File: config.mk
export PLATFORM = sky130hd
export DESIGN_NAME = ranked_sequence_store_unit
export DESIGN_NICKNAME = d
export VERILOG_FILES = /design/src/hw/rtl/rss_pkg.sv /design/src/hw/rtl/ranked_sequence_store_unit.sv
export VERILOG_INCLUDE_DIRS = /design/src /design/src/hw/rtl
export SDC_FILE = /design/constraint.sdc
export NUM_CORES = 1
export LEC_CHECK = 0
export ABC_AREA = 1
export BUFFER_PORTS_ARGS = -buffer_cell sky130_fd_sc_hd__buf_2
export CAP_MARGIN = 20
export CORE_MARGIN = 3
export CORE_UTILIZATION = 55
export CTS_CLUSTER_DIAMETER = 80
export DETAILED_ROUTE_END_ITERATION = 12
export GPL_ROUTABILITY_DRIVEN = 0
export PLACE_DENSITY = 0.71
export SYNTH_ARGS = -nofsm -noshare
export SYNTH_HDL_FRONTEND = slang
export SYNTH_SLANG_ARGS = --single-unit
export TNS_END_PERCENT = 5
File: constraint.sdc
create_clock -name clk -period 5.62 [get_ports clk]
set_clock_uncertainty 0.05 [all_clocks]
set_input_delay 1.686 -clock clk [delete_from_list [all_inputs] [get_ports clk]]
set_output_delay 1.686 -clock clk [all_outputs]
set_load 0.05 [all_outputs]
File: src/hw/rtl/ranked_sequence_store_unit_macros.svh
// Assertion macros for the ranked sequence store unit.
`ifndef RANKED_SEQUENCE_STORE_UNIT_MACROS_SVH
`define RANKED_SEQUENCE_STORE_UNIT_MACROS_SVH
`ifndef SYNTHESIS
`define RSS_ASSERT_SAME(lbl, ante, cons, msg) \
    lbl: assert property (@(posedge clk) disable iff (!rst_n) (ante) |-> (cons)) \
        else $error(msg);
`define RSS_ASSERT_NEXT(lbl, ante, cons, msg) \
    lbl: assert property (@(posedge clk) disable iff (!rst_n) (ante) |=> (cons)) \
        else $error(msg);
`else
`define RSS_ASSERT_SAME(lbl, ante, cons, msg)
`define RSS_ASSERT_NEXT(lbl, ante, cons, msg)
`endif
`endif

File: src/hw/rtl/rss_pkg.sv
// Types and constants of the ranked sequence store unit.
`timescale 1ns / 1ps
package rss_pkg;
    localparam int CAPACITY_DEF = 64;
    localparam int FUNC_W       = 2;
    localparam int POS_W        = 7;
    localparam int BYTE_W       = 8;
    localparam int STAT_W       = 2;
    localparam int IN_DATA_W    = 16;
    localparam int OUT_DATA_W   = 8;

    typedef enum logic [FUNC_W-1:0] {
        FUNC_INSERT = 2'd0,
        FUNC_ERASE  = 2'd1,
        FUNC_GET    = 2'd2,
        FUNC_DUMP   = 2'd3
    } func_t;

    typedef enum logic [STAT_W-1:0] {
        STAT_OK    = 2'd0,
        STAT_RANK  = 2'd1,
        STAT_FULL  = 2'd2,
        STAT_EMPTY = 2'd3
    } status_t;
endpackage

File: src/hw/rtl/ranked_sequence_store_unit.sv
// Ranked sequence store: position-addressed byte list with insert, erase, get and dump.
// Steps: errors and empty dump go straight to the response; get reads, then responds;
// insert shifts later entries up, then writes; erase shifts them down; dump streams all.
// Throughput: one item at a time; the next item is taken the cycle after the last result
// is loaded into the output register. Reset (rst_n low, asynchronous) empties the store
// and clears the handshake state; entry contents are not cleared and need no clearing pass.
`timescale 1ns / 1ps
`include "ranked_sequence_store_unit_macros.svh"
module ranked_sequence_store_unit #(
    parameter int CAPACITY = rss_pkg::CAPACITY_DEF
) (
    input  logic                             clk,
    input  logic                             rst_n,
    input  logic                             s_axis_tvalid,
    output logic                             s_axis_tready,
    // [6:0] position, [14:7] byte_in, [15] zero
    input  logic [rss_pkg::IN_DATA_W-1:0]    s_axis_tdata,
    // [1:0] func
    input  logic [rss_pkg::FUNC_W-1:0]       s_axis_tuser,
    output logic                             m_axis_tvalid,
    input  logic                             m_axis_tready,
    // [7:0] byte_out
    output logic [rss_pkg::OUT_DATA_W-1:0]   m_axis_tdata,
    // [1:0] status
    output logic [rss_pkg::STAT_W-1:0]       m_axis_tuser,
    output logic                             m_axis_tlast
);
    import rss_pkg::*;

    localparam int ADDR_W = (CAPACITY > 1) ? $clog2(CAPACITY) : 1;
    localparam int CNT_W  = $clog2(CAPACITY + 1);

    typedef enum logic [2:0] {
        S_IDLE,
        S_START,
        S_INS_SH,
        S_INS_PUT,
        S_ERA_SH,
        S_GET_WAIT,
        S_DUMP,
        S_RESP
    } state_t;

    state_t              state_reg, state_next;
    func_t               func_reg, func_next;
    logic [POS_W-1:0]    pos_reg, pos_next;
    logic [BYTE_W-1:0]   byte_reg, byte_next;
    logic [CNT_W-1:0]    count_reg, count_next;
    logic [ADDR_W-1:0]   idx_reg, idx_next;
    status_t             resp_status_reg, resp_status_next;
    logic                m_valid_reg, m_valid_next;
    logic [BYTE_W-1:0]   m_byte_reg, m_byte_next;
    status_t             m_status_reg, m_status_next;
    logic                m_last_reg, m_last_next;

    logic [BYTE_W-1:0]   mem [CAPACITY];
    logic [BYTE_W-1:0]   rd_data_reg;
    logic                mem_we;
    logic [ADDR_W-1:0]   mem_waddr;
    logic [BYTE_W-1:0]   mem_wdata;
    logic                mem_re;
    logic [ADDR_W-1:0]   mem_raddr;

    logic                out_free;
    logic [7:0]          pos8;
    logic [7:0]          cnt8;
    logic [ADDR_W-1:0]   pos_addr;
    logic [ADDR_W-1:0]   cnt_m1;
    logic                dump_last;

    assign out_free  = !m_valid_reg || m_axis_tready;
    assign pos8      = {1'b0, pos_reg};
    assign cnt8      = 8'(count_reg);
    assign pos_addr  = ADDR_W'(pos_reg - 7'd1);
    assign cnt_m1    = ADDR_W'(count_reg - CNT_W'(1));
    assign dump_last = (idx_reg == cnt_m1);

    always_comb
    begin
        state_next       = state_reg;
        func_next        = func_reg;
        pos_next         = pos_reg;
        byte_next        = byte_reg;
        count_next       = count_reg;
        idx_next         = idx_reg;
        resp_status_next = resp_status_reg;
        m_valid_next     = m_valid_reg && !m_axis_tready;
        m_byte_next      = m_byte_reg;
        m_status_next    = m_status_reg;
        m_last_next      = m_last_reg;
        mem_we           = 1'b0;
        mem_waddr        = '0;
        mem_wdata        = byte_reg;
        mem_re           = 1'b0;
        mem_raddr        = '0;

        case (state_reg)
            S_IDLE:
            begin
                if (s_axis_tvalid)
                begin
                    func_next  = func_t'(s_axis_tuser);
                    pos_next   = s_axis_tdata[6:0];
                    byte_next  = s_axis_tdata[14:7];
                    state_next = S_START;
                end
            end
            S_START:
            begin
                state_next       = S_RESP;
                resp_status_next = STAT_OK;
                case (func_reg)
                    FUNC_INSERT:
                    begin
                        if (pos_reg == '0 || pos8 > cnt8 + 8'd1)
                            resp_status_next = STAT_RANK;
                        else if (count_reg == CNT_W'(CAPACITY))
                            resp_status_next = STAT_FULL;
                        else if (pos8 <= cnt8)
                        begin
                            // move entries from the tail down to the insert rank
                            idx_next   = cnt_m1;
                            mem_re     = 1'b1;
                            mem_raddr  = cnt_m1;
                            state_next = S_INS_SH;
                        end
                        else
                            state_next = S_INS_PUT;
                    end
                    FUNC_ERASE:
                    begin
                        if (pos_reg == '0 || pos8 > cnt8)
                            resp_status_next = STAT_RANK;
                        else if (pos8 < cnt8)
                        begin
                            idx_next   = ADDR_W'(pos_reg);
                            mem_re     = 1'b1;
                            mem_raddr  = ADDR_W'(pos_reg);
                            state_next = S_ERA_SH;
                        end
                        else
                            count_next = count_reg - CNT_W'(1);
                    end
                    FUNC_GET:
                    begin
                        if (pos_reg == '0 || pos8 > cnt8)
                            resp_status_next = STAT_RANK;
                        else
                        begin
                            mem_re     = 1'b1;
                            mem_raddr  = pos_addr;
                            state_next = S_GET_WAIT;
                        end
                    end
                    FUNC_DUMP:
                    begin
                        if (count_reg == '0)
                            resp_status_next = STAT_EMPTY;
                        else
                        begin
                            idx_next   = '0;
                            mem_re     = 1'b1;
                            mem_raddr  = '0;
                            state_next = S_DUMP;
                        end
                    end
                    default:
                        resp_status_next = STAT_RANK;
                endcase
            end
            S_INS_SH:
            begin
                mem_we    = 1'b1;
                mem_waddr = idx_reg + ADDR_W'(1);
                mem_wdata = rd_data_reg;
                if (idx_reg == pos_addr)
                    state_next = S_INS_PUT;
                else
                begin
                    idx_next  = idx_reg - ADDR_W'(1);
                    mem_re    = 1'b1;
                    mem_raddr = idx_reg - ADDR_W'(1);
                end
            end
            S_INS_PUT:
            begin
                mem_we           = 1'b1;
                mem_waddr        = pos_addr;
                mem_wdata        = byte_reg;
                count_next       = count_reg + CNT_W'(1);
                resp_status_next = STAT_OK;
                state_next       = S_RESP;
            end
            S_ERA_SH:
            begin
                mem_we    = 1'b1;
                mem_waddr = idx_reg - ADDR_W'(1);
                mem_wdata = rd_data_reg;
                if (idx_reg == cnt_m1)
                begin
                    count_next       = count_reg - CNT_W'(1);
                    resp_status_next = STAT_OK;
                    state_next       = S_RESP;
                end
                else
                begin
                    idx_next  = idx_reg + ADDR_W'(1);
                    mem_re    = 1'b1;
                    mem_raddr = idx_reg + ADDR_W'(1);
                end
            end
            S_GET_WAIT:
                state_next = S_RESP;
            S_DUMP:
            begin
                // hold the read word until the output register frees up
                if (out_free)
                begin
                    m_valid_next  = 1'b1;
                    m_byte_next   = rd_data_reg;
                    m_status_next = STAT_OK;
                    m_last_next   = dump_last;
                    if (dump_last)
                        state_next = S_IDLE;
                    else
                    begin
                        idx_next  = idx_reg + ADDR_W'(1);
                        mem_re    = 1'b1;
                        mem_raddr = idx_reg + ADDR_W'(1);
                    end
                end
            end
            S_RESP:
            begin
                if (out_free)
                begin
                    m_valid_next  = 1'b1;
                    m_byte_next   = (func_reg == FUNC_GET && resp_status_reg == STAT_OK) ?
                                    rd_data_reg : '0;
                    m_status_next = resp_status_reg;
                    m_last_next   = 1'b1;
                    state_next    = S_IDLE;
                end
            end
            default:
                state_next = S_IDLE;
        endcase
    end

    always_ff @(posedge clk or negedge rst_n)
    begin
        if (!rst_n)
        begin
            state_reg       <= S_IDLE;
            count_reg       <= '0;
            m_valid_reg     <= 1'b0;
            func_reg        <= FUNC_INSERT;
            pos_reg         <= '0;
            byte_reg        <= '0;
            idx_reg         <= '0;
            resp_status_reg <= STAT_OK;
            m_byte_reg      <= '0;
            m_status_reg    <= STAT_OK;
            m_last_reg      <= 1'b0;
        end
        else
        begin
            state_reg       <= state_next;
            count_reg       <= count_next;
            m_valid_reg     <= m_valid_next;
            func_reg        <= func_next;
            pos_reg         <= pos_next;
            byte_reg        <= byte_next;
            idx_reg         <= idx_next;
            resp_status_reg <= resp_status_next;
            m_byte_reg      <= m_byte_next;
            m_status_reg    <= m_status_next;
            m_last_reg      <= m_last_next;
        end
    end

    always_ff @(posedge clk)
    begin
        if (mem_we)
            mem[mem_waddr] <= mem_wdata;
        if (mem_re)
            rd_data_reg <= mem[mem_raddr];
    end

    assign s_axis_tready = (state_reg == S_IDLE);
    assign m_axis_tvalid = m_valid_reg;
    assign m_axis_tdata  = m_byte_reg;
    assign m_axis_tuser  = m_status_reg;
    assign m_axis_tlast  = m_last_reg;

    `RSS_ASSERT_SAME(a_count_bound, 1'b1, count_reg <= CNT_W'(CAPACITY), "count above capacity")
    `RSS_ASSERT_NEXT(a_count_step, 1'b1, count_reg == $past(count_reg) || count_reg == $past(count_reg) + CNT_W'(1) || count_reg == $past(count_reg) - CNT_W'(1), "count jumped")
    `RSS_ASSERT_NEXT(a_dump_count, state_reg == S_DUMP, $stable(count_reg), "count changed in dump")
    `RSS_ASSERT_SAME(a_write_busy, mem_we, state_reg != S_IDLE, "memory write while idle")
endmodule

# [Word-level counts from Yosys, hierarchy flattened]
# Memories as Yosys holds them, arrays and structs flattened. A register that Yosys moved wholly into a read port is not among the register bits.
# Index checks and enable logic that the tools add are counted.
[totals] regBits=47 ram_bits=512 input_bits=22 out_inout_bits=13 word_cells=156 mem_count=1
[memory_table] name="mem" words=64 width=8 read_ports=1 rd_clocked_by_memory_dff=1 wr=1 line_no="ranked_sequence_store_unit.sv:56" rtl="logic [BYTE_W-1:0] mem [CAPACITY];"
[op_classes] n_addsub=6 magnitude_cmp=4 eq_ne=30 n_mux=78 reduce_logical=26
[op_table] operator="$mux 6" n=18
[op_table] operator="$pmux 6 s4" n=3
[op_table] operator="$pmux 6 s3" n=2
[op_table] operator="$mux 8" n=4
[op_table] operator="$mux 7" n=4
[op_table] operator="$mux 3" n=8
[op_table] operator="$pmux 3 s7" n=1
[op_table] operator="$pmux 7 s3" n=1
[op_table] operator="$mux 1" n=20
[op_table] operator="$mux 2" n=9
[op_table] operator="$ne 2x2->1 const B" n=9
[op_table] operator="$ne 3x3->1 const B" n=6
[op_table] operator="$pmux 8 s2" n=1
[op_table] operator="$logic_not 7->1" n=2
[op_table] operator="$eq 3x3->1 const B" n=4
[op_table] operator="$eq 6x6->1" n=2
[op_table] operator="$pmux 2 s3" n=2
[op_table] operator="$pmux 3 s4" n=1
[op_table] operator="$sub 6x1->6 const B" n=2
[op_table] operator="$reduce_and 10->1" n=1
[op_table] operator="$add 7x1->8 const B" n=1
[op_table] operator="$gt 7x8->1" n=1
[op_table] operator="$pmux 1 s4" n=2
[op_table] operator="$reduce_or 2->1" n=4
[op_table] operator="other kinds (28)" n=36

# [Longest topological paths before layout]
[logic_depth] ltp_word=6 ltp_mapped=25 depth_no_buf=24

# [Worst setup path after synthesis]
# No wires, ideal clock.
[synth_path] path_type="register to register" startpoint="register state_reg[2]" endpoint="memory mem[0][0] (data pin)" setup_ps=702 t_arrival_ps=3859 t_required_ps=4868 path_slack_ps=1009 stages_incl_launch_ff=10 path_buffers=1 synth_period_minus_slack_ps=4611 cell_sequence="dfrtp_1 > inv_2 > nor2_2 > inv_2 > nor2_1 > inv_1 > nand2_1 > inv_1 > clkbuf_1 > o21ai_0"
[synth_via] elab_chain_len=3 elab_cells_between_ends=4 classes_between="2 x eq/ne; 1 x mux; 1 x reduce/logical"
[synth_rtl] element="from (decl)" line_no="ranked_sequence_store_unit.sv:44" rtl="state_t state_reg, state_next;"
[synth_rtl] element="from (signal assigned)" line_no="ranked_sequence_store_unit.sv:268" rtl="state_reg <= state_next;"
[synth_rtl] element="$eq 3x3->1 / $eq 3x2->1 (equally long branches)" line_no="ranked_sequence_store_unit.sv:97" rtl="case (state_reg)"
[synth_rtl] element="$reduce_or 2->1 (no line) (*)"
[synth_rtl] element="$mux 8 (*)" line_no="ranked_sequence_store_unit.sv:97"
[synth_rtl] element="net mem_wdata[0]" line_no="ranked_sequence_store_unit.sv:60" rtl="logic [BYTE_W-1:0] mem_wdata;"
[synth_rtl] element="to (decl)" line_no="ranked_sequence_store_unit.sv:56"
# Mark *: on every way through the listed nets, which the timed path passes. The rest lies on a longest branch.

# [Worst setup path after layout]
[layout_path] startpoint="register count_reg[0]" endpoint="register rd_data_reg[1], read port of mem (data pin)"
[layout_via] elab_chain_len=6 elab_cells_between_ends=32 classes_between="2 x add/sub; 4 x order compare; 2 x eq/ne; 21 x mux; 3 x reduce/logical"
[layout_rtl] element="from (decl)" line_no="ranked_sequence_store_unit.sv:48" rtl="logic [CNT_W-1:0] count_reg, count_next;"
[layout_rtl] element="from (signal assigned)" line_no="ranked_sequence_store_unit.sv:269" rtl="count_reg <= count_next;"
[layout_rtl] element="$add 7x1->8, or another cell as far along" line_no="ranked_sequence_store_unit.sv:115" rtl="if (pos_reg == '0 || pos8 > cnt8 + 8'd1)"
[layout_rtl] element="$gt 7x8->1, or another cell as far along" line_no="ranked_sequence_store_unit.sv:115"
[layout_rtl] element="$logic_or 1x1->1, or another cell as far along" line_no="ranked_sequence_store_unit.sv:115"
[layout_rtl] element="$mux 6 / $mux 1 (equally long branches)" line_no="ranked_sequence_store_unit.sv:115"
[layout_rtl] element="$pmux 6 s4 / $pmux 1 s4 (equally long branches)" line_no="ranked_sequence_store_unit.sv:112" rtl="case (func_reg)"
[layout_rtl] element="$pmux 6 s4 / $pmux 1 s4 (equally long branches)" line_no="ranked_sequence_store_unit.sv:97"
[layout_rtl] element="to (decl)" line_no="ranked_sequence_store_unit.sv:57" rtl="logic [BYTE_W-1:0] rd_data_reg;"
# Several ways; a longest one is shown, not always the timed one.
# A chain may end at the register's enable or synchronous reset.

==> results_dict.tcl <==
set metrics [dict create \
    outcome "complete, no violations" \
    grt_antenna_before_repair 0 \
    worstSkewPairLatency_ns 0.63 \
    worst_slew_margin_rel 0.247 \
    floorplan.io_pins 35 \
    cts.sink_count 567 \
    starting_density_of_the_core 0.561 \
    place.detailed.hpwl_microns 38400 \
    worstHoldPathType "reg2reg" \
    grt_pass1_wl_microns 103000 \
    post-cts-setup-buffer-count 0 \
    startpoint_type_of_the_worst_setup_path "register" \
    register_area_sq_mm 0.0168 \
    place_inst 3227 \
    area_growth_pct 9.04 \
    fin_nets 2679 \
    final_routed_wire_length_divided_by_cell_count_microns 20.0 \
    async_set_or_reset_register_ratio_after_synthesis 0.0829 \
    setup_repair_after_global_routing_missed_its_margin "false" \
    drv.max_cap_violation_count 0 \
    setup_violations 0 \
    ys_warn_count 0 \
    synth.net_count 2700 \
    hold_fix_buffers_cts 0 \
    die_x_microns 228 \
    multi_input_area_sq_mm 0.00813 \
    postSynthCellCount 2654 \
    grt_max_degree 209 \
    min_period_ns 4.61 \
    max_stage_delay_ns 0.61 \
    crit_fanout 17 \
    synth-edff-count 520 \
    holdWs_ns 0.436 \
    first_global_vias 18000 \
    antenna_cells 0 \
    numCtsBuffers 57 \
    layout.core_utilization 0.612 \
    finish.cell_count_without_fillers 3338 \
    root_buffer "sky130_fd_sc_hd__clkbuf_16" \
    ys.flop_type "sky130_fd_sc_hd__edfxtp_1" \
    cp.required_ns 5.93 \
    firstDrtPassIters 8 \
    max_slew.worst_pin.slew_ns 1.12 \
    htreeDepth 2 \
    final-hold-violation-count 0 \
    post_route_ant_nets 0 \
    synth_seq_area_share 0.622 \
    period_share 0.820 \
    cp_slowest_cell "sky130_fd_sc_hd__inv_1" \
    max_freq_ghz 0.217 \
    largest-register "mem" \
    drt_first_iter_violations 2225 \
    worst_ep_arrival_time_ns 4.92 \
    syn-cell-area_sq_mm 0.0270 \
    cts_tree "done" \
    core_area_sq_mm 0.0481 \
    drive_gt1_frac 0.0731 \
    layout.filler_cells 3849 \
    reg_clk_slew_reported_paths_ns 0.06 \
    postSynthAreaPerCell_sq_um 10.2 \
    endpoint_kind "register" \
    num_rows 80 \
    cp_top_family "simple AND/OR/NAND/NOR gates" \
    grtUsageTotal 0.258 \
    finalMaxSlewViolations 0 \
    dr_total_vias 19100 \
    chipHeight_microns 228 \
    cts_buffer_depth 3 \
    drt-vias-per-instance 5.73 \
    die_area_sq_mm 0.0518 \
    timing.setup.critical_path_class "reg2reg" \
    wirelength_microns 66800 \
    cp_cell_sequence "ha_1 -> nand2_1 -> nor2_1 -> nand3_1 -> xor2_1 -> ha_1 -> and3_1 -> nand2_1 -> nand2_1 -> inv_2 -> a21oi_2 -> inv_1 -> nor2_2 -> nand3_1 -> nor2_1 -> o21ai_0 -> nand2_2 -> inv_1 -> nand3_1 -> nand3_1 -> nand2_1" \
    drcViolationCount 0 \
    number_of_flip_flops_under_the_largest_register_name 512 \
    gr-total-overflow 0 \
    cts.repair.resized 0 \
    critical_path_buffer_and_inverter_count 3 \
    io_buffer_count 33 \
    netlist-cell-type-count 49 \
    synth-seq-cells 567 \
    setup-tns-final_ns 0 \
]
==> metal layers <==
layer / vias up / track usage / wire [microns]
met5: - / 0 / 0
met4: 0 / 0.0840 / 1990
met3: 148 / 0.0475 / 6330
met2: 985 / 0.403 / 30500
met1: 9028 / 0.370 / 28100
li1: 8975 / - / -
==> cells in the final DEF (no fill, tap or decap), types with 24 or more instances in the layout <==
| master | count |
|---|---|
| sky130_fd_sc_hd__clkbuf_16 | 58 |
| sky130_fd_sc_hd__nand2_1 | 495 |
| sky130_fd_sc_hd__nand3b_1 | 193 |
| sky130_fd_sc_hd__nand3_1 | 537 |
| sky130_fd_sc_hd__dfrtp_1 | 47 |
| sky130_fd_sc_hd__ha_1 | 24 |
| sky130_fd_sc_hd__o21ai_0 | 32 |
| sky130_fd_sc_hd__edfxtp_1 | 520 |
| sky130_fd_sc_hd__a21oi_1 | 29 |
| sky130_fd_sc_hd__buf_2 | 33 |
| sky130_fd_sc_hd__nor2_1 | 130 |
| sky130_fd_sc_hd__inv_1 | 367 |
==> worst register-to-register path, cell delays in order, from the launching register on <==
cell and delay [ns]:
sky130_fd_sc_hd__dfrtp_1 0.51, sky130_fd_sc_hd__ha_1 0.24, sky130_fd_sc_hd__nand2_1 0.06, sky130_fd_sc_hd__nor2_1 0.18, sky130_fd_sc_hd__nand3_1 0.11, sky130_fd_sc_hd__xor2_1 0.23, sky130_fd_sc_hd__ha_1 0.29, sky130_fd_sc_hd__and3_1 0.16
sky130_fd_sc_hd__nand2_1 0.05, sky130_fd_sc_hd__nand2_1 0.06, sky130_fd_sc_hd__inv_2 0.05, sky130_fd_sc_hd__a21oi_2 0.07, sky130_fd_sc_hd__inv_1 0.10, sky130_fd_sc_hd__nor2_2 0.07, sky130_fd_sc_hd__nand3_1 0.18, sky130_fd_sc_hd__nor2_1 0.06
sky130_fd_sc_hd__o21ai_0 0.34, sky130_fd_sc_hd__nand2_2 0.37, sky130_fd_sc_hd__inv_1 0.63, sky130_fd_sc_hd__nand3_1 0.24, sky130_fd_sc_hd__nand3_1 0.19, sky130_fd_sc_hd__nand2_1 0.12
==> cell type report <==
type | instances | share of cell area
Timing Repair Buffer | 62 | 0.0155
Inverter | 386 | 0.0492
Clock inverter | 27 | 0.00782
Multi-Input combinational cell | 1559 | 0.276
Clock buffer | 81 | 0.0532
Tap cell | 656 | 0.0279
Sequential cell | 567 | 0.570
==> cell families after synthesis <==
kind of cell / count (synthesis) / synth area share
adder cells (fa/ha/maj): 24 / 0.0111
AND/OR/NAND/NOR: 1399 / 0.251
flip-flops: 567 / 0.622
multiplexers: 10 / 0.00412
AO/OA/AOI/OAI: 110 / 0.0244
buffers and inverters: 528 / 0.0823
XOR/XNOR: 16 / 0.00547
==> Yosys cell counts, types with 3 or more instances <==
cell type	instances	area [sq um]
sky130_fd_sc_hd__ha_1	24	300
sky130_fd_sc_hd__buf_6	5	56.3
sky130_fd_sc_hd__nand3_1	538	2690
sky130_fd_sc_hd__a21oi_1	29	145
sky130_fd_sc_hd__nor2_1	130	488
sky130_fd_sc_hd__dfrtp_1	47	1180
sky130_fd_sc_hd__nand4_1	11	68.8
sky130_fd_sc_hd__nand2_2	8	50.1
sky130_fd_sc_hd__nand3b_1	193	1450
sky130_fd_sc_hd__o22ai_1	8	50.1
sky130_fd_sc_hd__buf_2	87	435
sky130_fd_sc_hd__buf_4	22	165
sky130_fd_sc_hd__mux2_2	9	101
sky130_fd_sc_hd__clkbuf_1	25	93.8
sky130_fd_sc_hd__o21ai_0	40	200
sky130_fd_sc_hd__a221oi_1	4	35.0
sky130_fd_sc_hd__edfxtp_1	520	15600
sky130_fd_sc_hd__clkinv_1	4	15.0
sky130_fd_sc_hd__inv_1	367	1380
sky130_fd_sc_hd__a31oi_1	3	18.8
sky130_fd_sc_hd__inv_2	15	56.3
sky130_fd_sc_hd__xnor2_1	4	35.0
sky130_fd_sc_hd__nor2_2	5	31.3
sky130_fd_sc_hd__o31ai_1	10	75.1
sky130_fd_sc_hd__o221ai_1	4	35.0
sky130_fd_sc_hd__xor2_1	11	96.3
sky130_fd_sc_hd__o211ai_1	4	30.0
sky130_fd_sc_hd__nand2_1	496	1860
sky130_fd_sc_hd__nor3_1	8	40.0
==> worst paths after layout <==
path / endpoint / start / slack [ns] / cells past startpoint
worst max-delay path: rd_data_reg[1] / count_reg[0] / 1.01 / 21
worst min-delay path: m_axis_tuser[0] / m_axis_tuser[0] / 0.44 / 2
worst max register to register: rd_data_reg[1] / count_reg[0] / 1.01 / 21
worst min register to register: m_axis_tuser[0] / m_axis_tuser[0] / 0.44 / 2
max in group asynchronous: byte_reg[6] / rst_n / 4.06 / 2
min in group asynchronous: pos_reg[3] / rst_n / 0.94 / 1
==> through the flow <==
step,setup WS (ns),instance area (sq um)
floorplan,1.01,27000
global placement,0.993,27600
detailed placement,0.954,27600
CTS,1.13,29400
global route,0.745,29400
finish,1.01,29400
Power is not shown: default switching activity piles up to over one toggle a cycle in this logic, so the estimate is an artifact.
